## config.mk

```make
export PLATFORM = sky130hd
export DESIGN_NAME = rgb_to_hsv_convert_core
export DESIGN_NICKNAME = d
export VERILOG_FILES = /design/src/hdl/rhc_pkg.sv /design/src/hdl/rgb_to_hsv_convert_core.sv /design/src/hdl/rhc_front.sv /design/src/hdl/rhc_cell.sv
export SDC_FILE = /design/constraint.sdc
export NUM_CORES = 1
export LEC_CHECK = 0
export BUFFER_PORTS_ARGS = -buffer_cell sky130_fd_sc_hd__buf_2
export CAP_MARGIN = 20
export CELL_PAD_IN_SITES_DETAIL_PLACEMENT = 0
export CELL_PAD_IN_SITES_GLOBAL_PLACEMENT = 1
export CORE_ASPECT_RATIO = 1.5
export CORE_MARGIN = 2
export CORE_UTILIZATION = 53
export DETAILED_ROUTE_END_ITERATION = 16
export HOLD_SLACK_MARGIN = 0.06
export PLACE_DENSITY_LB_ADDON = 0.15
export SKIP_LAST_GASP = 1
export SYNTH_ARGS = -nofsm -noshare
export SYNTH_HDL_FRONTEND = slang
export SYNTH_SLANG_ARGS = --single-unit
export TNS_END_PERCENT = 20
```

## constraint.sdc

```tcl
create_clock -name clk -period 13 [get_ports clk]
set_clock_uncertainty 0.1 [all_clocks]
set_input_delay 2.6 -clock clk [delete_from_list [all_inputs] [get_ports clk]]
set_output_delay 2.6 -clock clk [all_outputs]
set_load 0.05 [all_outputs]
```

## src/hdl/rhc_pkg.sv

```systemverilog
// ----------------------------------------------------------------------------
// rhc_pkg: shared types and constants for the RGB to HSV converter
// Pixel and result word formats, and the word handed along the divider chain.
// ----------------------------------------------------------------------------
package rhc_pkg;

  // Field widths
  localparam int CH_BITS  = 8;
  localparam int HUE_BITS = 16;

  // Quotient bits produced by the chain: the wider of the two result fields.
  localparam int QUO_BITS = (HUE_BITS > CH_BITS) ? HUE_BITS : CH_BITS;

  // Remainder widths: hue divisor is 6*delta, saturation divisor is 2*max.
  localparam int HREM_W = CH_BITS + 3;
  localparam int SREM_W = CH_BITS + 1;

  // Input word
  typedef struct packed {
    logic [CH_BITS-1:0] red;
    logic [CH_BITS-1:0] green;
    logic [CH_BITS-1:0] blue;
  } rhc_pixel_t;

  // Result word
  typedef struct packed {
    logic [HUE_BITS-1:0] hue;
    logic [CH_BITS-1:0]  saturation;
    logic [CH_BITS-1:0]  brightness;
  } rhc_hsv_t;

  // Word carried from cell to cell: two restoring divisions in flight.
  // The *_q fields hold unused dividend bits on top and quotient bits below.
  typedef struct packed {
    logic [HREM_W-1:0]   hue_rem;
    logic [HREM_W-1:0]   hue_div;
    logic [QUO_BITS-1:0] hue_q;
    logic [SREM_W-1:0]   sat_rem;
    logic [SREM_W-1:0]   sat_div;
    logic [QUO_BITS-1:0] sat_q;
    logic [CH_BITS-1:0]  bright;
  } rhc_div_t;

endpackage

```

## src/hdl/rgb_to_hsv_convert_core.sv

```systemverilog
// ----------------------------------------------------------------------------
// rgb_to_hsv_convert_core: pipelined RGB to HSV conversion
// Front stage finds max/min and sets up two divisions; a chain of identical
// cells then produces one quotient bit of hue and of saturation per cell.
//
//   channel  dir  word          fields
//   pixel    in   rhc_pixel_t   red, green, blue
//   hsv      out  rhc_hsv_t     hue, saturation, brightness
//
// The pipeline is the front stage plus one cell per quotient bit. One pixel is
// taken per clock while the chain is not blocked; no pixel waits on another.
// Every stage holds its word while the next is full and fills any bubble, so
// pixels are still taken while a finished result waits on hsv_stall, until
// every stage of the chain holds a word.
// rst is synchronous and clears only the stage valid bits.
// ----------------------------------------------------------------------------
module rgb_to_hsv_convert_core (
  input  logic                clk,
  input  logic                rst,
  input  logic                pixel_valid,
  output logic                pixel_stall,
  input  rhc_pkg::rhc_pixel_t pixel,
  output logic                hsv_valid,
  input  logic                hsv_stall,
  output rhc_pkg::rhc_hsv_t   hsv
);
  import rhc_pkg::*;

  logic                front_ready;
  logic [QUO_BITS:0]   valid_chain;
  logic [QUO_BITS:0]   ready_chain;
  rhc_div_t            word_chain [QUO_BITS+1];

  // Front stage
  rhc_front u_front (
    .clk        (clk),
    .rst        (rst),
    .in_valid   (pixel_valid),
    .pixel      (pixel),
    .ready      (front_ready),
    .out_valid  (valid_chain[0]),
    .out_data   (word_chain[0]),
    .next_ready (ready_chain[0])
  );

  assign pixel_stall = !front_ready;

  // Divider cells, one quotient bit each
  for (genvar i = 0; i < QUO_BITS; i++) begin : g_cell
    rhc_cell u_cell (
      .clk        (clk),
      .rst        (rst),
      .in_valid   (valid_chain[i]),
      .in_data    (word_chain[i]),
      .ready      (ready_chain[i]),
      .out_valid  (valid_chain[i+1]),
      .out_data   (word_chain[i+1]),
      .next_ready (ready_chain[i+1])
    );
  end

  // Result from the last cell; quotients are trimmed to field width
  assign ready_chain[QUO_BITS] = !hsv_stall;
  assign hsv_valid             = valid_chain[QUO_BITS];
  assign hsv.hue        = word_chain[QUO_BITS].hue_q[QUO_BITS-1 -: HUE_BITS];
  assign hsv.saturation = word_chain[QUO_BITS].sat_q[QUO_BITS-1 -: CH_BITS];
  assign hsv.brightness = word_chain[QUO_BITS].bright;

  // Black gives zero hue and saturation
  a_black: assert property (@(posedge clk) disable iff (rst)
    (hsv_valid && hsv.brightness == '0) |-> (hsv.hue == '0 && hsv.saturation == '0))
    else $error("black pixel with nonzero hue or saturation");

  // A word marked gray by its unit saturation divisor gives zero hue and saturation
  a_gray: assert property (@(posedge clk) disable iff (rst)
    (hsv_valid && word_chain[QUO_BITS].sat_div == SREM_W'(1)) |->
      (hsv.hue == '0 && hsv.saturation == '0))
    else $error("gray pixel with nonzero hue or saturation");

  // Input is never refused while the front stage is empty
  a_take: assert property (@(posedge clk) disable iff (rst)
    !valid_chain[0] |-> !pixel_stall)
    else $error("input stalled with empty front stage");

endmodule

```

## src/hdl/rhc_front.sv

```systemverilog
// ----------------------------------------------------------------------------
// rhc_front: max/min search and divider setup
// Finds max, min and delta, picks the hue numerator and builds both
// dividend/divisor pairs, registered into the first word of the chain.
// ----------------------------------------------------------------------------
module rhc_front (
  input  logic              clk,
  input  logic              rst,
  input  logic              in_valid,
  input  rhc_pkg::rhc_pixel_t pixel,
  output logic              ready,
  output logic              out_valid,
  output rhc_pkg::rhc_div_t out_data,
  input  logic              next_ready
);
  import rhc_pkg::*;

  localparam int NUM_W = HREM_W + 1;
  localparam int N_W   = 2 * CH_BITS + 1;

  logic [CH_BITS-1:0]      mx;
  logic [CH_BITS-1:0]      mn;
  logic [CH_BITS-1:0]      delta;
  logic [HREM_W-1:0]       six_d;
  logic signed [NUM_W-1:0] num_raw;
  logic signed [NUM_W-1:0] num_wrap;
  logic [N_W-1:0]          sat_n;
  rhc_div_t                word_next;

  // Max and min; ties resolve toward red then green
  always_comb begin
    mx = pixel.red;
    mn = pixel.red;
    if (pixel.green > mx) mx = pixel.green;
    if (pixel.blue > mx) mx = pixel.blue;
    if (pixel.green < mn) mn = pixel.green;
    if (pixel.blue < mn) mn = pixel.blue;
  end

  assign delta = mx - mn;
  assign six_d = (HREM_W'(delta) << 2) + (HREM_W'(delta) << 1);

  // Hue numerator by which channel holds the max
  always_comb begin
    if (pixel.red == mx) begin
      num_raw = signed'(NUM_W'(pixel.green)) - signed'(NUM_W'(pixel.blue));
    end else if (pixel.green == mx) begin
      num_raw = signed'(NUM_W'(pixel.blue)) - signed'(NUM_W'(pixel.red))
              + signed'(NUM_W'(delta) << 1);
    end else begin
      num_raw = signed'(NUM_W'(pixel.red)) - signed'(NUM_W'(pixel.green))
              + signed'(NUM_W'(delta) << 2);
    end
  end

  // Wrap a negative numerator into [0, 6*delta)
  assign num_wrap = num_raw[NUM_W-1] ? (num_raw + signed'(NUM_W'(six_d))) : num_raw;

  // Rounded saturation dividend: 2*delta*FS + max, FS*x done as (x<<C) - x
  assign sat_n = (N_W'(delta) << (CH_BITS + 1)) - (N_W'(delta) << 1) + N_W'(mx);

  // First chain word; a gray pixel divides zero by one
  always_comb begin
    word_next.bright = mx;
    word_next.hue_q  = '0;
    if (delta == '0) begin
      word_next.hue_rem = '0;
      word_next.hue_div = HREM_W'(1);
      word_next.sat_rem = '0;
      word_next.sat_div = SREM_W'(1);
      word_next.sat_q   = '0;
    end else begin
      word_next.hue_rem = HREM_W'(num_wrap);
      word_next.hue_div = six_d;
      word_next.sat_rem = sat_n[N_W-1 -: SREM_W];
      word_next.sat_div = {mx, 1'b0};
      word_next.sat_q   = QUO_BITS'(sat_n[CH_BITS-1:0]) << (QUO_BITS - CH_BITS);
    end
  end

  assign ready = !out_valid || next_ready;

  // Control
  always_ff @(posedge clk) begin
    if (rst) begin
      out_valid <= 1'b0;
    end else if (ready) begin
      out_valid <= in_valid;
    end
  end

  // Payload
  always_ff @(posedge clk) begin
    if (ready && in_valid) begin
      out_data <= word_next;
    end
  end

endmodule

```

## src/hdl/rhc_cell.sv

```systemverilog
// ----------------------------------------------------------------------------
// rhc_cell: one restoring-division step for hue and for saturation
// Shifts one dividend bit into each remainder, subtracts the divisor when it
// fits and shifts the quotient bit in, then hands the word to the next cell.
// ----------------------------------------------------------------------------
module rhc_cell (
  input  logic              clk,
  input  logic              rst,
  input  logic              in_valid,
  input  rhc_pkg::rhc_div_t in_data,
  output logic              ready,
  output logic              out_valid,
  output rhc_pkg::rhc_div_t out_data,
  input  logic              next_ready
);
  import rhc_pkg::*;

  logic [HREM_W:0] hue_trial;
  logic [SREM_W:0] sat_trial;
  logic            hue_fit;
  logic            sat_fit;
  rhc_div_t        word_next;

  // Partial remainders with the next dividend bit appended
  assign hue_trial = {in_data.hue_rem, in_data.hue_q[QUO_BITS-1]};
  assign sat_trial = {in_data.sat_rem, in_data.sat_q[QUO_BITS-1]};
  assign hue_fit   = hue_trial >= {1'b0, in_data.hue_div};
  assign sat_fit   = sat_trial >= {1'b0, in_data.sat_div};

  // Step result
  always_comb begin
    word_next         = in_data;
    word_next.hue_rem = hue_fit ? HREM_W'(hue_trial - {1'b0, in_data.hue_div})
                                : HREM_W'(hue_trial);
    word_next.sat_rem = sat_fit ? SREM_W'(sat_trial - {1'b0, in_data.sat_div})
                                : SREM_W'(sat_trial);
    word_next.hue_q   = {in_data.hue_q[QUO_BITS-2:0], hue_fit};
    word_next.sat_q   = {in_data.sat_q[QUO_BITS-2:0], sat_fit};
  end

  assign ready = !out_valid || next_ready;

  // Control
  always_ff @(posedge clk) begin
    if (rst) begin
      out_valid <= 1'b0;
    end else if (ready) begin
      out_valid <= in_valid;
    end
  end

  // Payload
  always_ff @(posedge clk) begin
    if (ready && in_valid) begin
      out_data <= word_next;
    end
  end

  // Remainders stay below their divisors
  a_hue_rem: assert property (@(posedge clk) disable iff (rst)
    out_valid |-> (out_data.hue_rem < out_data.hue_div))
    else $error("hue remainder not below divisor");

  a_sat_rem: assert property (@(posedge clk) disable iff (rst)
    out_valid |-> (out_data.sat_rem < out_data.sat_div))
    else $error("saturation remainder not below divisor");

  // A word blocked downstream stays put
  a_hold: assert property (@(posedge clk) disable iff (rst)
    (out_valid && !next_ready) |=> (out_valid && $stable(out_data)))
    else $error("blocked word lost or changed");

endmodule

```

-- Word-level counts from Yosys, hierarchy flattened
Index checks and enable logic that the tools add are counted.
- flip-flop bits (word level): 1201
- logic and storage cells: 318
- output and inout bits: 34
- input bits: 28
- equality and inequality tests: 2
- reduce and logical (&&, ||, !) cells: 54
- order comparisons: 36
- mux-type cells: 38
- add/sub/neg operators: 40
- operators by type and width (operator ; count):
    >= comparator 12 x 11 -> 1 bit ; 16
    2-to-1 mux 11 bit ; 16
    subtractor 11 bit ; 15
    >= comparator 10 x 9 -> 1 bit ; 16
    2-to-1 mux 9 bit ; 15
    subtractor 9 bit ; 15
    2-to-1 mux 8 bit ; 4
    subtractor 8 x 8 -> 9 bit ; 3
    2-to-1 mux 12 bit ; 2
    logical NOT 1 bit ; 19
    adder 17 x 8 -> 17 bit ; 1
    logical AND 1 bit ; 17
    logical OR 1 bit ; 17
    2-to-1 mux 17 bit ; 1
    subtractor 17 x 9 -> 17 bit ; 1
    equality test 8 bit ; 2
    greater-than comparator 8 bit ; 2
    less-than comparator 8 bit ; 2
    adder 12 x 10 -> 12 bit ; 1
    adder 12 x 11 -> 12 bit ; 1
    adder 10 x 9 -> 11 bit ; 1
    adder 11 bit ; 1
    logical NOT 8 bit ; 1
    subtractor 8 bit ; 1

-- Depth between registers and ports, before layout
Gate-level depths: netlist (run 1).
- depth in word-level cells: 19
- mapped depth: 44
- gate-level depth less buffers: 38

-- Modules after synthesis
A second synthesis (run 1) with hierarchy kept.
- cell total of the unflattened synthesis: 4747
- area, all modules: 64971.1 um^2
- modules (own cells, without submodules) (module ; seq. area each (um^2) ; cells each ; area each (um^2) ; instances):
    rhc_cell ; 2422.3 ; 246 ; 3622.2 ; 16
    rhc_front ; 1671.6 ; 809 ; 7008.0 ; 1
    rgb_to_hsv_convert_core ; 0.0 ; 2 ; 7.5 ; 1

-- Worst setup path after synthesis (run 1)
No wires, ideal clock.
- path type: input -> register
- start: in pixel[10] in the netlist's numbering
- end: reg u_front.out_data[79] in the netlist's numbering, data pin
- arrival time: 10188 ps
- setup time: 260 ps
- stages on the path: 41
- path slack: 2452 ps
- data required time: 12640 ps
- path buffers: 6
- cells stage by stage: buf_2 > inv_1 > ha_1 > and3b_1 > o211a_4 > buf_8 > o21ai_4 > clkbuf_1 > nor2_1 > a21oi_1 > ha_1 > a21o_1 > a21o_1 > a211oi_1 > a31o_2 > buf_6 > clkbuf_1 > nor2_1 > (+5 left out) > or4_1 > buf_2 > inv_1 > ha_1 > inv_1 > o21bai_1 > a21oi_1 > o21bai_1 > maj3_1 > xnor2_1 > o21ai_0 > o21ai_0 > ha_1 > a21oi_1 > o21ai_0 > or3_1 > a21oi_1 > mux2i_1
- word-level cells in the longest chain between the ends: 10
- elaborated cells between the ends (all ways): 21
- classes of those cells: 7 x add/sub; 4 x order compare; 2 x eq/ne; 7 x mux; 1 x reduce/logical
- ends and longest elaborated chain (item ; RTL line ; RTL):
    from (decl) ; rgb_to_hsv_convert_core.sv:22 ; input rhc_pkg::rhc_pixel_t pixel,
    greater-than comparator 8 bit or less-than comparator 8 bit (tied branches) ; rhc_front.sv:34, rhc_front.sv:36 ;
    2-to-1 mux 8 bit (on tied branches) ; rhc_front.sv:34, rhc_front.sv:36 ;
    greater-than comparator 8 bit or less-than comparator 8 bit (tied branches) ; rhc_front.sv:35, rhc_front.sv:37 ;
    2-to-1 mux 8 bit (on tied branches) ; rhc_front.sv:35, rhc_front.sv:37 ;
    subtractor 8 bit ; rhc_front.sv:40 ; assign delta = mx - mn;
    adder 12 x 10 -> 12 bit or adder 12 x 11 -> 12 bit (tied branches) ; rhc_front.sv:49, rhc_front.sv:52 ;
    2-to-1 mux 12 bit ; rhc_front.sv:47 ; end else if (pixel.green == mx) begin
    2-to-1 mux 12 bit ; rhc_front.sv:45 ; if (pixel.red == mx) begin
    adder 11 bit ; rhc_front.sv:57 ; assign num_wrap = num_raw[NUM_W-1] ? (num_raw + signed'(NUM_W'(six_d))) : num_raw;
    2-to-1 mux 11 bit ; rhc_front.sv:57 ;
    to (signal assigned) ; rhc_front.sv:95 ; out_data <= word_next;
    to (decl) ; rhc_front.sv:13 ; output rhc_pkg::rhc_div_t out_data,
Several ways; a longest one is shown, not always the timed one.
A chain may end at the register's enable or synchronous reset.

-- Worst setup path in the final report (run 1)
- start: in pixel[15] in the netlist's numbering
- end: reg u_front.out_data[79] in the netlist's numbering, data pin
- word-level cells in the longest chain between the ends: 10
- elaborated cells between the ends (all ways): 21
- classes of those cells: 7 x add/sub; 4 x order compare; 2 x eq/ne; 7 x mux; 1 x reduce/logical
- ends and longest elaborated chain (item ; RTL line ; RTL):
    greater-than comparator 8 bit ; rhc_front.sv:34 ; if (pixel.green > mx) mx = pixel.green;
    2-to-1 mux 8 bit * ; rhc_front.sv:34 ;
    greater-than comparator 8 bit ; rhc_front.sv:35 ; if (pixel.blue > mx) mx = pixel.blue;
    2-to-1 mux 8 bit * ; rhc_front.sv:35 ;
    via u_front.mx[4] ; rhc_front.sv:21 ; logic [CH_BITS-1:0] mx;
    subtractor 8 bit ; rhc_front.sv:40 ;
    adder 12 x 10 -> 12 bit or adder 12 x 11 -> 12 bit (tied branches) ; rhc_front.sv:49, rhc_front.sv:52 ;
    2-to-1 mux 12 bit ; rhc_front.sv:47 ;
    2-to-1 mux 12 bit ; rhc_front.sv:45 ;
    adder 11 bit ; rhc_front.sv:57 ;
    2-to-1 mux 11 bit ; rhc_front.sv:57 ;
Mark *: on every way through the listed nets, which the timed path passes. The rest lies on a longest branch.

==> run metrics, run 1 <==
register area=0.0272 mm²; distinct cell type count after synthesis=81; final setup TNS=0 ns; # setup viols final=0; Worst Hold Endpoint=g_cell[4].u_cell.out_data[10]; Setup WS pre-CTS=1.19 ns; internal power=roughly 6.5 mW; die area=between 0.08 and 0.09 mm²; TritonCTS Buffers=87; Arr. time, crit path=11.55 ns; Resized cells post-CTS=0; Worst R2R Setup Slack=8.73 ns; Mapped Cells=3682; wire length of the first global-routing pass=149000 µm; PwrDens=197 mW/mm²; Total Routing Usage GR=21.9%; Detail Placement HPWL=72700 µm; Post-synth EDFFs=between 800 and 900; layout cell share with drive strength beyond 1=7.59%; crit end category=register; drt first pass iters=5; FP Rows=approximately 130; Num Clock Sinks=913; reg2reg start=g_cell[12].u_cell.out_valid; H-tree depth=3; Synth top area share=around three fifths; worst-path fanout max=13; Ports=62; switch share=33.8%; WL final=~94000 µm; status=complete, no violations; grt ovf=0; DRC marker count from the first detailed-route iteration=between 1000 and 1500; multi-input logic area=0.0158 mm²; Rel. slew slack=33.4%; initial antenna violation count=1; ANT cells=0; quantity of hold-fixing buffers added after cts=0; Clock Tree Buf Depth=3; Finished Layout Cells=5004; DR DRC count=0; Worst-Skew Late Latency=approximately 0.7 ns; CORE AREA=0.0846 mm²; Yosys warnings=0; Routed Antenna Nets=0; Starting Density=53.3%; port buffer count=between 60 and 70; number of nets at the end of the flow=4198; CP max stage delay=0.55 ns; vias in the first global route=28700; Worst Reg2Reg Path Length in Cells=12; Post-synth ARST share=0%; WHS Path Cells=0; Comb pwr share=37.2%; GP Congestion=0.955; Post-Syn Area=0.0451 mm²; Min-Delay Path Class=register to register; Required @ worst endpoint=13.33 ns; cell with the most instances after synthesis=edfxtp_1; Clock Power Share=approximately 25%; Slew @ Worst Pin=between 0.9 and 1 ns; Reg clk slew, reported paths=0.06 ns; Routed WL per cell=between 15 and 20 µm; Die W=242 µm; Fill cells=6711; number of max-cap violations=0; unrepaired setup endpoints after global routing=false; Bufs and invs on worst path=7; Yosys top cell by area=edfxtp_1; pin count of the biggest net entering global routing=63; Achievable Freq=89.1 MHz; Most common cell on crit path=ha_1; Leakage=a little under 20 nW; via count=between 20000 and 30000; Switch Pwr=3.32 mW; fin util=58.9%; Startpoint Class=input pin; CP max-delay cell=nor3_1; Die Height=~360 µm; register share of total power=a little under two fifths; post-DR vias/cell=roughly 5.5; CP top delay family=compound AO/OA/AOI/OAI gates; flops & latches, synth=913; post-CTS setup buffer count=0; top cells by area, synth=edfxtp_1 60%, ha_1 9.3%, inv_1 4.0%, o21ai_0 2.6%, nor2_1 2.2%; TritonCTS clock tree=done; Final Hold Viols=0; synthesis-to-finish area growth=10.5%; count of final max-slew check failures=0; Syn Nets=4075; reg2reg end=u_front.out_data[31]; min cycle time layout=approximately 11 ns; Critical Setup Path Class=input pin to register; top cells by count, synth=896 x edfxtp_1, 478 x inv_1, 335 x ha_1, 265 x nor2_1, 253 x nand2_1; hold_sp=g_cell[3].u_cell.out_data[9]; syn avg cell area=~12 µm²; placed cells=slightly below 5000; Most used DFF post-synth=edfxtp_1; Final Cycle Share=a little under nine tenths; Root Buffer=clkbuf_16; worst setup margin=between 1.5 and 2 ns; worst vdd ir=0.261 mV; register area share after synthesis=60.5%
[logic make-up (layout without fill, tap and decap cells)]
family	Yosys count	count (layout)	share of synthesized area [%]
AOI/OAI and AO/OA	816	816	11.5
muxes	38	38	0.889
xor gates and xnor gates	156	156	3.03
adders and majority gates	367	367	10.7
buffers and inverters	551	743	4.70
DFF	913	913	60.5
and+or+nand+nor	841	841	8.73
[layout by cell type, fill, tap and decap left out, types with 39 or more instances in the layout]
cell type | Yosys | final
a21o_1 | 85 | 85
nor2_1 | 265 | 264
a21oi_1 | 195 | 194
o21ai_0 | 234 | 234
buf_4 | 2 | 42
nand4_1 | 63 | 63
o31ai_1 | 94 | 94
buf_2 | 11 | 61
clkbuf_16 | 0 | 87
xor2_1 | 63 | 63
inv_1 | 478 | 478
nand2b_1 | 45 | 45
and3_1 | 39 | 39
edfxtp_1 | 896 | 896
a21boi_0 | 66 | 62
nor2b_1 | 72 | 66
xnor2_1 | 93 | 93
nand2_1 | 253 | 253
ha_1 | 335 | 335
[layer usage]
| layer | vias to the layer above | routed length, µm | track usage, % |
|---|---|---|---|
| met4 | 0 | 5630 | 12.9 |
| met2 | 411 | 54100 | 44.4 |
| met5 | - | 0 | 0 |
| met3 | 205 | 2280 | 2.51 |
| li1 | 13500 | - | - |
| met1 | 13300 | 32300 | 20.6 |
[flip-flops by register name, indices dropped and copies added (netlist names)]
signal / count
u_front.out_data: 55
u_front.out_valid: 1
g_cell.u_cell.out_valid: 16
g_cell.u_cell.out_data: 841
[power groups by stage]
| stage | combinational (mW) | clock [mW] | sequential (mW) |
|---|---|---|---|
| 2_1_floorplan | 2.78 | 0 | 3.67 |
| 3_3_place_gp | 3.59 | 0 | 3.74 |
| 3_5_place_dp | 3.61 | 0 | 3.74 |
| 4_1_cts | 3.66 | 2.56 | 3.68 |
| 5_1_grt | 4.08 | 2.68 | 3.69 |
| 6_report | 3.66 | 2.50 | 3.67 |
[area by class of cell]
| cell class | instances | area share, % |
|---|---|---|
| flip-flops and latches | 913 | 54.7 |
| clock buffers | 103 | 4.49 |
| well taps | 1130 | 2.84 |
| multi-input cells | 2218 | 31.8 |
| clock inverters | 55 | 1.23 |
| repair buffers | 104 | 1.27 |
| inverters | 481 | 3.63 |
[metrics by stage]
step           area [µm²]  power, mW  hold slack [ns]
2_1_floorplan       45100       6.45            0.300
3_3_place_gp        46900       7.33            0.301
3_5_place_dp        46900       7.34            0.305
4_1_cts             49800       9.89            0.283
5_1_grt             49800       10.4            0.288
6_report            49800       9.83            0.288
[worst register-to-register path, stage by stage (launching register included)]
cell     delay, ns
dfxtp_1       0.43
nand4_1       0.12
nor2_1        0.26
and2_1        0.36
nand2_1       0.14
nor2_1        0.43
and3_1        0.47
nand3_1       0.15
nor2_1        0.59
nand4_1       0.22
inv_1         0.15
nor2_4        0.04
buf_4         0.32
[worst max-delay path by stage]
stage | cells after the start | slack (ns) | end | start
2_1_floorplan | 41 | 2.45 | u_front.out_data[79] | pixel[10]
3_3_place_gp | 35 | 1.07 | u_front.out_data[79] | pixel[10]
3_5_place_dp | 35 | 1.19 | u_front.out_data[79] | pixel[10]
4_1_cts | 35 | 1.91 | u_front.out_data[79] | pixel[10]
5_1_grt | 35 | 1.20 | u_front.out_data[79] | pixel[10]
6_report | 36 | 1.77 | u_front.out_data[79] | pixel[15]
(Power assumes the default switching activity.)
==> inputs of run 2 (changes only) <==
--- a/config.mk
+++ b/config.mk
@@ -5,7 +5,7 @@
 export SDC_FILE = /design/constraint.sdc
 export NUM_CORES = 1
 export LEC_CHECK = 0
-export BUFFER_PORTS_ARGS = -buffer_cell sky130_fd_sc_hd__buf_2
+export BUFFER_PORTS_ARGS = -buffer_cell sky130_fd_sc_hd__buf_4
 export CAP_MARGIN = 20
 export CELL_PAD_IN_SITES_DETAIL_PLACEMENT = 0
 export CELL_PAD_IN_SITES_GLOBAL_PLACEMENT = 1
@@ -14,6 +14,7 @@
 export CORE_UTILIZATION = 53
 export DETAILED_ROUTE_END_ITERATION = 16
 export HOLD_SLACK_MARGIN = 0.06
+export MAX_ROUTING_LAYER = met4
 export PLACE_DENSITY_LB_ADDON = 0.15
 export SKIP_LAST_GASP = 1
 export SYNTH_ARGS = -nofsm -noshare
==> run 2 against run 1 <==
Net effect:
- via count grew 0.68%
- critical path type unchanged
- critical path depth is the same
- sequential share of layout area shrank 0.33 points
- global-route usage grew 0.81 points
- non-clock buffer count grew 1
- cell count is essentially flat
- clock-buffer cell count grew 2
- critical endpoint unchanged
==> run metrics, run 2 (synthesis results as in run 1) <==
max FFs per register=841; Most Used Layer, Global Route=met2; met2 Use GR=44.7%; Total Routing Usage GR=a little under a quarter; post-DR vias/cell=5.52; Starting Density=53.3%; routing usage on met3=2.27%; Cell Area, Placed=around 0.047 mm²; Critical Setup Path Class=input pin to register; Arr. time, crit path=about 12 ns; Finished Layout Cells=5005; Detail Placement HPWL=73400 µm; Clock Tree Buf Depth=3; PwrDens=198 mW/mm²; Required @ worst endpoint=about 13 ns; Rel. slew slack=23.8%; Die Height=roughly 360 µm; grt ovf=0; DRC marker count from the first detailed-route iteration=1292; WL final=approximately 96000 µm; via count=~28000; Final Hold Viols=0; most frequent cells in the layout=896 x edfxtp_1, 478 x inv_1, 335 x ha_1; unrepaired setup endpoints after global routing=false; Root Buffer=clkbuf_16; hold_sp=u_front.out_data[17]; Most common cell on crit path=ha_1; final setup TNS=0 ns; Setup WS pre-CTS=0.970 ns; PnR Total Power=9.93 mW; H-tree depth=3; pin count of the biggest net entering global routing=63; DR DRC count=0; crit end category=register; Min-Delay Path Class=register to register; count of final max-slew check failures=0; Achievable Freq=87.7 MHz; CP max stage delay=about 0.67 ns; wire length of the first global-routing pass=150000 µm; Worst-Skew Late Latency=0.65 ns; Hold WS=0.288 ns; drt first pass iters=5; placed cells=approximately 4800; die area=0.0874 mm²; layout cell share with drive strength beyond 1=7.74%; M1 GR Usage=20.8%; reg2reg start=g_cell[12].u_cell.out_valid; post-route cell area=0.0501 mm²; min cycle time layout=11.40 ns; Routed WL per cell=19.1 µm; Ports=62; worst vdd ir=0.230 mV; largest register by flop count=g_cell.u_cell.out_data; FP Rows=between 100 and 150; Num Clock Sinks=913; number of nets at the end of the flow=4199; CP max-delay cell=a311oi_2; Startpoint Class=input pin; CP top delay family=compound AO/OA/AOI/OAI gates; Resized cells post-CTS=0; post-CTS setup buffer count=0; worst-path fanout max=13; # setup viols final=0; GP Congestion=0.915; CORE AREA=0.0846 mm²; critical path startpoint=pixel[9]; Leakage=19.6 nW; fin util=approximately three fifths; Fill cells=6717; Final Cycle Share=between 80% and 90%; Reg clk slew, reported paths=roughly 0.06 ns; status=complete, no violations; worst setup margin=1.60 ns; largest registers=g_cell.u_cell.out_data x841, u_front.out_data x55, g_cell.u_cell.out_valid x16; most common cell after layout, fill and taps aside=edfxtp_1; Die W=242 µm; Routed Antenna Nets=0; ANT cells=0; number of max-cap violations=0; quantity of hold-fixing buffers added after cts=0; TritonCTS clock tree=done; TritonCTS Buffers=87; initial antenna violation count=0; Slew @ Worst Pin=1.14 ns; port buffer count=61; synthesis-to-finish area growth=11.2%; vias in the first global route=28800; Bufs and invs on worst path=6
[run 2: cell type report]
cell class / instances / area, µm² / area share (%)
Clock inverter: 53 / 692 / 1.38
Sequential cell: 913 / 27200 / 54.4
Clock buffer: 105 / 2300 / 4.58
Inverter: 481 / 1810 / 3.61
Timing Repair Buffer: 105 / 792 / 1.58
Multi-Input combinational cell: 2218 / 15800 / 31.6
Tap cell: 1130 / 1410 / 2.82
[run 2: worst reg2reg max path: cells and delay by family (launching register included)]
family                 cells  cell delay, ns
DFF                        1            0.44
and+or+nand+nor           10            2.80
buffers and inverters      2            0.47
[run 2: worst paths after layout]
kind	to	slack, ns	cells after the start
worst max-delay path	u_front.out_data[79]	1.60	36
worst min-delay path	g_cell[0].u_cell.out_data[18]	0.29	0
worst max register to register	u_front.out_data[16]	8.67	12
worst min register to register	g_cell[0].u_cell.out_data[18]	0.29	0
[run 2: power breakdown]
part | switching [mW] | internal, mW | total (mW)
Sequential | 0.117 | 3.56 | 3.68
Clock | 1.09 | 1.52 | 2.61
Combinational | 2.10 | 1.54 | 3.64
Total | 3.31 | 6.62 | 9.93
[run 2: metal layers]
metal | share of wire (%) | wire, µm
met1 | 34 | 32900
met2 | 57 | 54600
met3 | 2.3 | 2240
met4 | 6.2 | 5900
met5 | 0 | 0
